**src/sqks_pkg.sv**
```systemverilog
// Shared types and constants of the shift queue with key search.
`default_nettype none

package sqks_pkg;

   // Default number of entries the queue can hold.
   localparam int CAPACITY_DEF = 16;

   // Operation codes carried by the mode field of a request beat.
   typedef enum logic [1:0] {
      MODE_INSERT = 2'd0,
      MODE_REMOVE = 2'd1,
      MODE_SEARCH = 2'd2,
      MODE_READ   = 2'd3
   } mode_type;

   // Controller states, one-hot.
   typedef enum logic [1:0] {
      ST_IDLE = 2'b01,
      ST_PICK = 2'b10
   } state_type;

   // Commands from the controller to the datapath.
   typedef struct packed {
      logic accept;
      logic load_rsp;
   } cmd_type;

endpackage

`default_nettype wire

```
**src/shift_queue_with_key_search.sv**
```systemverilog
// Top level of the bounded shift queue with search by id and read by position.
`default_nettype none

// A bounded queue of CAPACITY records, each a signed 32-bit id and a 64-bit name,
// kept packed from the head. Each request beat is an insert at the tail, a removal of
// the head, a search for the first id equal to the key, or a read at a 1-based
// position, and it yields exactly one response beat with the status, the entry found
// (zero when none), and the count and empty and full flags after the operation. For
// each item, at the accepting edge every cell compares in parallel and the cells
// shift or take the new entry; in the next cycle the match nearest the head is
// picked into the output register. The next request is accepted in the cycle after
// that pick, so a new item cannot start before the last one has been picked; a
// response left waiting holds the pick cycle until the register frees.
// The cells need no clearing after reset.
module shift_queue_with_key_search #(
   parameter int CAPACITY = sqks_pkg::CAPACITY_DEF
) (
   input  wire logic               clock,
   input  wire logic               reset,
   input  wire logic               req_valid,
   output logic                    req_ready,
   input  wire logic        [1:0]  req_mode,
   input  wire logic signed [31:0] req_item_id,
   input  wire logic        [63:0] req_item_name,
   input  wire logic        [4:0]  req_position,
   output logic                    rsp_valid,
   input  wire logic               rsp_ready,
   output logic                    rsp_status,
   output logic signed      [31:0] rsp_found_id,
   output logic             [63:0] rsp_found_name,
   output logic             [4:0]  rsp_entry_count,
   output logic                    rsp_is_empty,
   output logic                    rsp_is_full
);

   sqks_pkg::cmd_type cmd;

   // Sequencing of request, pick and response beats.
   sqks_ctrl u_ctrl (
      .clock     (clock),
      .reset     (reset),
      .req_valid (req_valid),
      .req_ready (req_ready),
      .rsp_valid (rsp_valid),
      .rsp_ready (rsp_ready),
      .cmd       (cmd)
   );

   // Entry cells and result path.
   sqks_datapath #(
      .CAPACITY (CAPACITY)
   ) u_datapath (
      .clock           (clock),
      .reset           (reset),
      .cmd             (cmd),
      .req_mode        (req_mode),
      .req_item_id     (req_item_id),
      .req_item_name   (req_item_name),
      .req_position    (req_position),
      .rsp_status      (rsp_status),
      .rsp_found_id    (rsp_found_id),
      .rsp_found_name  (rsp_found_name),
      .rsp_entry_count (rsp_entry_count),
      .rsp_is_empty    (rsp_is_empty),
      .rsp_is_full     (rsp_is_full)
   );

endmodule

`default_nettype wire

```
**src/sqks_ctrl.sv**
```systemverilog
// Controller that sequences request acceptance, the pick cycle and the result register.
`default_nettype none

module sqks_ctrl (
   input  wire logic             clock,
   input  wire logic             reset,
   input  wire logic             req_valid,
   output logic                  req_ready,
   output logic                  rsp_valid,
   input  wire logic             rsp_ready,
   output sqks_pkg::cmd_type     cmd
);

   sqks_pkg::state_type state_ff, state_in;
   logic rsp_valid_ff, rsp_valid_in;
   logic out_free;
   logic take_req;
   logic load_out;

   // A request is taken only while no operation is waiting to be picked.
   assign req_ready = (state_ff == sqks_pkg::ST_IDLE);
   assign take_req  = req_valid && req_ready;

   // The result register can be loaded once its previous beat is gone or leaving.
   assign out_free = !rsp_valid_ff || rsp_ready;
   assign load_out = (state_ff == sqks_pkg::ST_PICK) && out_free;

   // Command bundle to the datapath.
   always_comb begin
      cmd.accept   = take_req;
      cmd.load_rsp = load_out;
   end

   // Next-state logic.
   always_comb begin
      state_in = state_ff;
      unique case (state_ff)
         sqks_pkg::ST_IDLE: begin
            if (take_req) begin
               state_in = sqks_pkg::ST_PICK;
            end
         end
         sqks_pkg::ST_PICK: begin
            if (out_free) begin
               state_in = sqks_pkg::ST_IDLE;
            end
         end
         default: begin
            state_in = sqks_pkg::ST_IDLE;
         end
      endcase
   end

   // The result beat stays valid until the consumer takes it.
   always_comb begin
      rsp_valid_in = rsp_valid_ff;
      if (load_out) begin
         rsp_valid_in = 1'b1;
      end else if (rsp_ready) begin
         rsp_valid_in = 1'b0;
      end
   end

   always_ff @(posedge clock) begin
      if (reset) begin
         state_ff     <= sqks_pkg::ST_IDLE;
         rsp_valid_ff <= 1'b0;
      end else begin
         state_ff     <= state_in;
         rsp_valid_ff <= rsp_valid_in;
      end
   end

   assign rsp_valid = rsp_valid_ff;

endmodule

`default_nettype wire

```
**src/sqks_datapath.sv**
```systemverilog
// Datapath: the shifting entry cells, per-cell match logic, first-match pick and result register.
`default_nettype none

module sqks_datapath #(
   parameter int CAPACITY = sqks_pkg::CAPACITY_DEF
) (
   input  wire logic               clock,
   input  wire logic               reset,
   input  wire sqks_pkg::cmd_type  cmd,
   input  wire logic        [1:0]  req_mode,
   input  wire logic signed [31:0] req_item_id,
   input  wire logic        [63:0] req_item_name,
   input  wire logic        [4:0]  req_position,
   output logic                    rsp_status,
   output logic signed      [31:0] rsp_found_id,
   output logic             [63:0] rsp_found_name,
   output logic             [4:0]  rsp_entry_count,
   output logic                    rsp_is_empty,
   output logic                    rsp_is_full
);

   localparam int CW = $clog2(CAPACITY + 1);

   sqks_pkg::mode_type mode;

   // Entry cells, packed from the head at cell zero.
   logic signed [31:0] id_ff   [CAPACITY];
   logic        [63:0] name_ff [CAPACITY];

   logic [CW-1:0]       count_ff, count_in;
   logic [CAPACITY-1:0] hit_ff, hit_in;
   logic [CAPACITY-1:0] first_hit;
   logic                lookup_ff, lookup_in;
   logic                fail_ff, fail_in;
   logic                q_full, q_empty;

   logic signed [31:0]  pick_id;
   logic        [63:0]  pick_name;

   logic                status_ff;
   logic signed [31:0]  found_id_ff;
   logic        [63:0]  found_name_ff;
   logic        [4:0]   entry_count_ff;
   logic                is_empty_ff, is_full_ff;

   assign mode    = sqks_pkg::mode_type'(req_mode);
   assign q_full  = (count_ff == CW'(CAPACITY));
   assign q_empty = (count_ff == '0);

   // Per-cell key match (search) or position match (read); count and fail for insert/remove.
   always_comb begin
      hit_in    = '0;
      lookup_in = 1'b0;
      fail_in   = 1'b0;
      count_in  = count_ff;
      unique case (mode)
         sqks_pkg::MODE_INSERT: begin
            fail_in = q_full;
            if (!q_full) begin
               count_in = count_ff + CW'(1);
            end
         end
         sqks_pkg::MODE_REMOVE: begin
            fail_in = q_empty;
            if (!q_empty) begin
               count_in = count_ff - CW'(1);
            end
         end
         sqks_pkg::MODE_SEARCH: begin
            lookup_in = 1'b1;
            for (int i = 0; i < CAPACITY; i++) begin
               hit_in[i] = (32'(i) < 32'(count_ff)) && (id_ff[i] == req_item_id);
            end
         end
         sqks_pkg::MODE_READ: begin
            lookup_in = 1'b1;
            for (int i = 0; i < CAPACITY; i++) begin
               hit_in[i] = (32'(i) < 32'(count_ff)) &&
                           (32'(req_position) == 32'(i) + 32'd1);
            end
         end
         default: begin
            lookup_in = 1'b0;
         end
      endcase
   end

   // Count, match vector and operation flags are captured with the request beat.
   always_ff @(posedge clock) begin
      if (reset) begin
         count_ff <= '0;
      end else if (cmd.accept) begin
         count_ff <= count_in;
      end
   end

   always_ff @(posedge clock) begin
      if (cmd.accept) begin
         hit_ff    <= hit_in;
         lookup_ff <= lookup_in;
         fail_ff   <= fail_in;
      end
   end

   // Insert writes the tail cell; remove shifts every cell but the last one place toward the head.
   always_ff @(posedge clock) begin
      if (cmd.accept) begin
         if ((mode == sqks_pkg::MODE_INSERT) && !q_full) begin
            for (int i = 0; i < CAPACITY; i++) begin
               if (CW'(i) == count_ff) begin
                  id_ff[i]   <= req_item_id;
                  name_ff[i] <= req_item_name;
               end
            end
         end else if ((mode == sqks_pkg::MODE_REMOVE) && !q_empty) begin
            for (int i = 0; i < CAPACITY - 1; i++) begin
               id_ff[i]   <= id_ff[i + 1];
               name_ff[i] <= name_ff[i + 1];
            end
         end
      end
   end

   // Keep only the match nearest the head, then gather that entry.
   assign first_hit = hit_ff & (~hit_ff + CAPACITY'(1));

   always_comb begin
      pick_id   = '0;
      pick_name = '0;
      for (int i = 0; i < CAPACITY; i++) begin
         pick_id   = pick_id   | (first_hit[i] ? id_ff[i]   : 32'sd0);
         pick_name = pick_name | (first_hit[i] ? name_ff[i] : 64'd0);
      end
   end

   // Result register, loaded in the pick cycle.
   always_ff @(posedge clock) begin
      if (cmd.load_rsp) begin
         status_ff      <= lookup_ff ? (hit_ff == '0) : fail_ff;
         found_id_ff    <= pick_id;
         found_name_ff  <= pick_name;
         entry_count_ff <= 5'(count_ff);
         is_empty_ff    <= q_empty;
         is_full_ff     <= q_full;
      end
   end

   assign rsp_status      = status_ff;
   assign rsp_found_id    = found_id_ff;
   assign rsp_found_name  = found_name_ff;
   assign rsp_entry_count = entry_count_ff;
   assign rsp_is_empty    = is_empty_ff;
   assign rsp_is_full     = is_full_ff;

`ifndef SYNTHESIS
   // The count never passes the capacity.
   a_count_bound: assert property (@(posedge clock) disable iff (reset)
      32'(count_ff) <= CAPACITY)
      else $error("entry count exceeds capacity");

   // An accepted insert into a queue with room grows the count by one.
   a_insert_grows: assert property (@(posedge clock) disable iff (reset)
      (cmd.accept && (mode == sqks_pkg::MODE_INSERT) && !q_full) |=>
      (count_ff == $past(count_ff) + CW'(1)))
      else $error("insert did not advance the count");

   // The pick selects at most one cell.
   a_pick_onehot: assert property (@(posedge clock) disable iff (reset)
      cmd.load_rsp |-> $onehot0(first_hit))
      else $error("first-match pick selected more than one cell");
`endif

endmodule

`default_nettype wire
```
**config.mk**
```make
export PLATFORM = sky130hd
export DESIGN_NAME = shift_queue_with_key_search
export DESIGN_NICKNAME = d
export VERILOG_FILES = /design/src/sqks_pkg.sv /design/src/shift_queue_with_key_search.sv /design/src/sqks_ctrl.sv /design/src/sqks_datapath.sv
export SDC_FILE = /design/constraint.sdc
export NUM_CORES = 2
export LEC_CHECK = 0
export BUFFER_PORTS_ARGS = -buffer_cell sky130_fd_sc_hd__buf_2
export CELL_PAD_IN_SITES_DETAIL_PLACEMENT = 1
export CELL_PAD_IN_SITES_GLOBAL_PLACEMENT = 1
export CORE_MARGIN = 2
export CORE_UTILIZATION = 55
export CTS_CLUSTER_DIAMETER = 80
export DETAILED_ROUTE_END_ITERATION = 10
export GPL_TIMING_DRIVEN = 1
export PLACE_DENSITY = 0.84
export SYNTH_ARGS = -nofsm -noshare
export SYNTH_HDL_FRONTEND = slang
export SYNTH_SLANG_ARGS = --single-unit
export TNS_END_PERCENT = 20
```
**constraint.sdc**
```tcl
create_clock -name clock -period 16.6 [get_ports clock]
set_input_delay 3.32 -clock clock [delete_from_list [all_inputs] [get_ports clock]]
set_output_delay 3.32 -clock clock [all_outputs]
set_load 0.05 [all_outputs]
```
==> tab_implementation.tex <==
\begin{tabular}{lr}
\hline
Metric & Value \\
\hline
\multicolumn{2}{l}{\textbf{Power and ir drop}} \\
Leak pwr & $\sim$34 nW \\
Part of the total power dissipated in sequential elements & 0.501 \\
Ratio of total power to cell area & around 100 nW/um\^{}2 \\
Fraction of power spent switching nets & 0.256 \\
Cell Int Power & between 7 and 8 mW \\
Fraction of power consumed by the clock network & 0.407 \\
Total net switching power & approximately 2.4 mW \\
Peak supply drop & around 0.11 mV \\
Combinational cell fraction of total power & 0.092 \\
\multicolumn{2}{l}{\textbf{Synth}} \\
Sequential cell area fraction in the yosys report & 0.592 \\
Most area-hungry cell type in the Yosys netlist & edfxtp\_1 \\
Xor/xnor cell area share of the yosys netlist & 0.0538 \\
Top cells by area, synth & edfxtp\_1, a21o\_1, nand2\_1 \\
Most common flop cell mapped by yosys & edfxtp\_1 \\
Yosys warning count & 0 \\
Dominant combinational cell family by area after synthesis & compound AO/OA/AOI/OAI gates \\
Synthesized Nets & around 7500 \\
Post-Synth Simple-Gate Area & 0.105 \\
Number of flops mapped to enable cells by yosys & about 1700 \\
FF+latch count, synth & $\sim$1700 \\
Mux share of post-synthesis cell area & 0.000133 \\
Adder and majority cell fraction of the synthesized area & 0.000741 \\
Share of Yosys cell area claimed by the top area cell type & 0.590 \\
Syn\_area\_per\_cell & between 10 and 15 um\^{}2 \\
Number of library cell types mapped by synthesis & 56 \\
Syn Inst Count & 7419 \\
Area of the mapped netlist & 84400 um\^{}2 \\
Async S/R FF share, synth & 0 \\
Area fraction in compound gates after synthesis & 0.206 \\
\multicolumn{2}{l}{\textbf{Die}} \\
Number of standard-cell rows in the floorplan & $\sim$140 \\
Height of the die & between 300 and 400 um \\
Effective utilization at floorplan & 0.555 \\
IO Pins & approximately 210 \\
Die outline area & approximately 160000 um\^{}2 \\
Horizontal extent of the die & approximately 400 um \\
Core box area & 152000 um\^{}2 \\
\multicolumn{2}{l}{\textbf{Routing}} \\
Initial DRC count & about 11000 \\
Total Wirelength & around 330 mm \\
Number of iterations in the first detailed-routing pass & 6 \\
DRC viols & 0 \\
Average routed wire per standard cell & 35.4 um \\
Via total after detailed routing & 68200 \\
Vias per cell & $\sim$7.3 \\
Antenna-violating nets left & 0 \\
\multicolumn{2}{l}{\textbf{Global route}} \\
Antenna violations before repair & 42 \\
Pin count of the biggest net entering global routing & 235 \\
Final global-route overflow total & 0 \\
First-pass GRT wire length & around 480 mm \\
Global Route Usage Sum & 0.415 \\
Vias in the first global route & $\sim$69000 \\
\multicolumn{2}{l}{\textbf{Final layout}} \\
Area growth from synthesis to layout & 7.95\% \\
Fillers & roughly 15000 \\
Net total in the final layout & roughly 7300 \\
Fraction of layout instances using a drive strength above 1 & 0.0834 \\
Design area & slightly above 90000 um\^{}2 \\
\multicolumn{2}{l}{\textbf{Run status}} \\
Violated checks & capacitance limit, slew limit \\
Outcome & finished with violations \\
\multicolumn{2}{l}{\textbf{STA}} \\
Final period utilization & 0.481 \\
Highest clock rate & $\sim$130 MHz \\
RSZ-0062 raised after global routing & false \\
Setup WS post-layout & approximately 8.6 ns \\
Final worst path period need & 7.99 ns \\
Max-slew violations & 3 \\
Sum Neg Setup Slack & 0 ns \\
Post-Route Skew & between 0.04 and 0.05 ns \\
Worst rel slew slack & -0.0105 \\
Tightest Pin Transition & around 1.5 ns \\
Endpoints failing hold & 0 \\
Final setup fails & 0 \\
\multicolumn{2}{l}{\textbf{Worst hold path}} \\
Class of the worst hold path & flip-flop to flip-flop \\
\multicolumn{2}{l}{\textbf{Placement}} \\
Global placer's final weighted congestion & around 1.1 \\
Setup slack after placement & slightly above 8 ns \\
Placement-stage cell area & 85700 um\^{}2 \\
Count of input and output buffers & roughly 210 \\
DPL Wire Length & just under 200 mm \\
\multicolumn{2}{l}{\textbf{Clock tree}} \\
CTS clk-pin slew, worst paths & 0.07 ns \\
Total setup buffers inserted after CTS & 0 \\
Post-cts resize count & 0 \\
Clock Tree Buf Depth & 3 \\
H-tree Lvls & 4 \\
Cell at the root of the clock tree & clkbuf\_16 \\
Clock sink count & $\sim$1700 \\
TritonCTS clock tree & done \\
Clock buffer count from CTS & between 150 and 200 \\
Clock Latency Late Sink & around 0.84 ns \\
Hold\_buf cts & 0 \\
\multicolumn{2}{l}{\textbf{Setup path}} \\
Setup Crit Path Kind & input pin to flip-flop \\
Series of cell instances along the critical path & buf\_2, nand2b\_1, nor3\_2, buf\_4, buf\_4, or2\_4, buf\_4, buf\_4, a21o\_1 \\
Startpoint kind of the worst setup timing path & input pin \\
Largest fanout on the critical path & around 110 \\
Kind of end point of the critical path & flip-flop \\
Arrival time of data at the critical path endpoint & slightly below 9 ns \\
Critical-path top delay cell & buf\_4 \\
Family of cells with the greatest summed delay on the critical path & buffers and inverters \\
Total buffers and inverters traversed by the critical path & 5 \\
CP Data Required Time & approximately 17 ns \\
Cell type with the highest occurrence count on the critical path & buf\_4 \\
Worst path max stage delay & 1.00 ns \\
\multicolumn{2}{l}{\textbf{Job}} \\
Maxcap violations & 1 \\
\hline
\end{tabular}
-- power by group through the flow --
stage	Combinational (mW)	Clock [mW]	Sequential (mW)
detailed placement	0.822	0	4.85
CTS	0.834	3.85	4.76
global placement	0.793	0	4.84
global route	0.897	3.99	4.77
floorplan	0.504	0	4.85
finish	0.873	3.87	4.76
-- layer usage --
layer / global-route usage / wire length [um] / part of all wire / vias to the layer above
met1: 0.546 / 118000 / 0.36 / 34400
met5: 0 / 114 / 0.00034 / -
met3: 0.135 / 47600 / 0.14 / 1086
met4: 0.225 / 18700 / 0.056 / 18
met2: 0.611 / 147000 / 0.44 / 5603
li1: - / - / - / 27100
-- final timing paths --
check	slack (ns)	depth (start not counted)	start	endpoint
setup / recovery	8.61	9	req_mode[0]	u_datapath.name_ff[0][301]
hold / removal	0.53	1	u_datapath.name_ff[0][67]	u_datapath.name_ff[0][3]
setup reg to reg	10.49	10	u_datapath.count_ff[1]	u_datapath.name_ff[0][301]
hold reg to reg	0.53	1	u_datapath.name_ff[0][67]	u_datapath.name_ff[0][3]
-- registers in the layout (all words and copies together), names as in the netlist --
signal and flops:
u_ctrl.rsp_valid 1, u_datapath.rsp_found_name 64, u_datapath.rsp_entry_count 5, u_datapath.rsp_status 1, u_datapath.lookup_ff 1, u_datapath.name_ff 1024, u_datapath.rsp_is_empty 1, u_datapath.fail_ff 1
u_datapath.hit_ff 16, u_ctrl.state_ff 2, u_datapath.count_ff 5, u_datapath.rsp_is_full 1, u_datapath.id_ff 512, u_datapath.rsp_found_id 32
-- cell families (layout without fill, tap and decap cells) --
| group | Yosys count | after routing |
|---|---|---|
| compound gates | 2467 | 2467 |
| fa+ha+maj | 5 | 5 |
| flops | 1666 | 1666 |
| simple gates | 2002 | 2002 |
| buf+inv | 759 | 650 |
| mux | 1 | 1 |
| xor+xnor | 519 | 519 |
| other cells | 0 | 29 |
-- cell type report --
cell class / count / area [um^2] / share of cell area
Tap cell: 2030 / 2540 / 0.0279
Timing Repair Buffer: 330 / 2030 / 0.0223
Clock buffer: 228 / 4710 / 0.0516
Antenna cell: 29 / 72.6 / 0.000796
Multi-Input combinational cell: 4994 / 31100 / 0.342
Inverter: 7 / 26.3 / 0.000288
Clock inverter: 85 / 687 / 0.00754
Sequential cell: 1666 / 49900 / 0.548
-- through the flow --
| step | power [mW] | std cells | hold slack (ns) | utilization |
|---|---|---|---|---|
| 2_1_floorplan | 5.36 | 7419 | 0.403 | - |
| 3_3_place_gp | 5.64 | 9027 | 0.524 | 0.563 |
| 3_5_place_dp | 5.67 | 9027 | 0.533 | 0.563 |
| 4_1_cts | 9.44 | 9340 | 0.532 | 0.598 |
| 5_1_grt | 9.65 | 9357 | 0.556 | 0.598 |
| 6_report | 9.51 | 9369 | 0.535 | 0.599 |
-- synthesized netlist by cell type, types with 124 or more instances --
cell type / count
edfxtp_1: 1658
nand2_1: 1305
a21o_1: 866
a21oi_1: 507
a22oi_1: 469
clkbuf_1: 393
xor2_1: 302
xnor2_1: 217
buf_2: 216
and2_1: 195
a22o_1: 180
nor2_1: 151
o21ai_0: 124
-- cell usage in the layout, fill, tap and decap left out, drive strengths merged, types with 7 or more instances in the layout --
cell	synthesis	layout
xnor2	217	217
o221ai	85	85
nand2	1305	1305
edfxtp	1658	1658
a22oi	469	469
a21o	866	866
diode	0	29
bufinv	0	7
o22ai	11	11
nor2	152	152
and2	195	195
clkbuf	393	228
dfxtp	8	8
nand3	38	38
nand4	74	74
nor3	82	82
a22o	180	180
inv	7	10
or3	10	10
buf	359	330
clkinv	0	70
nor4	91	91
nor2b	23	23
o21ai	124	124
xor2	302	302
o211ai	103	103
a221oi	106	106
a21oi	507	507
Note: power is estimated with default switching activity, not from simulation.
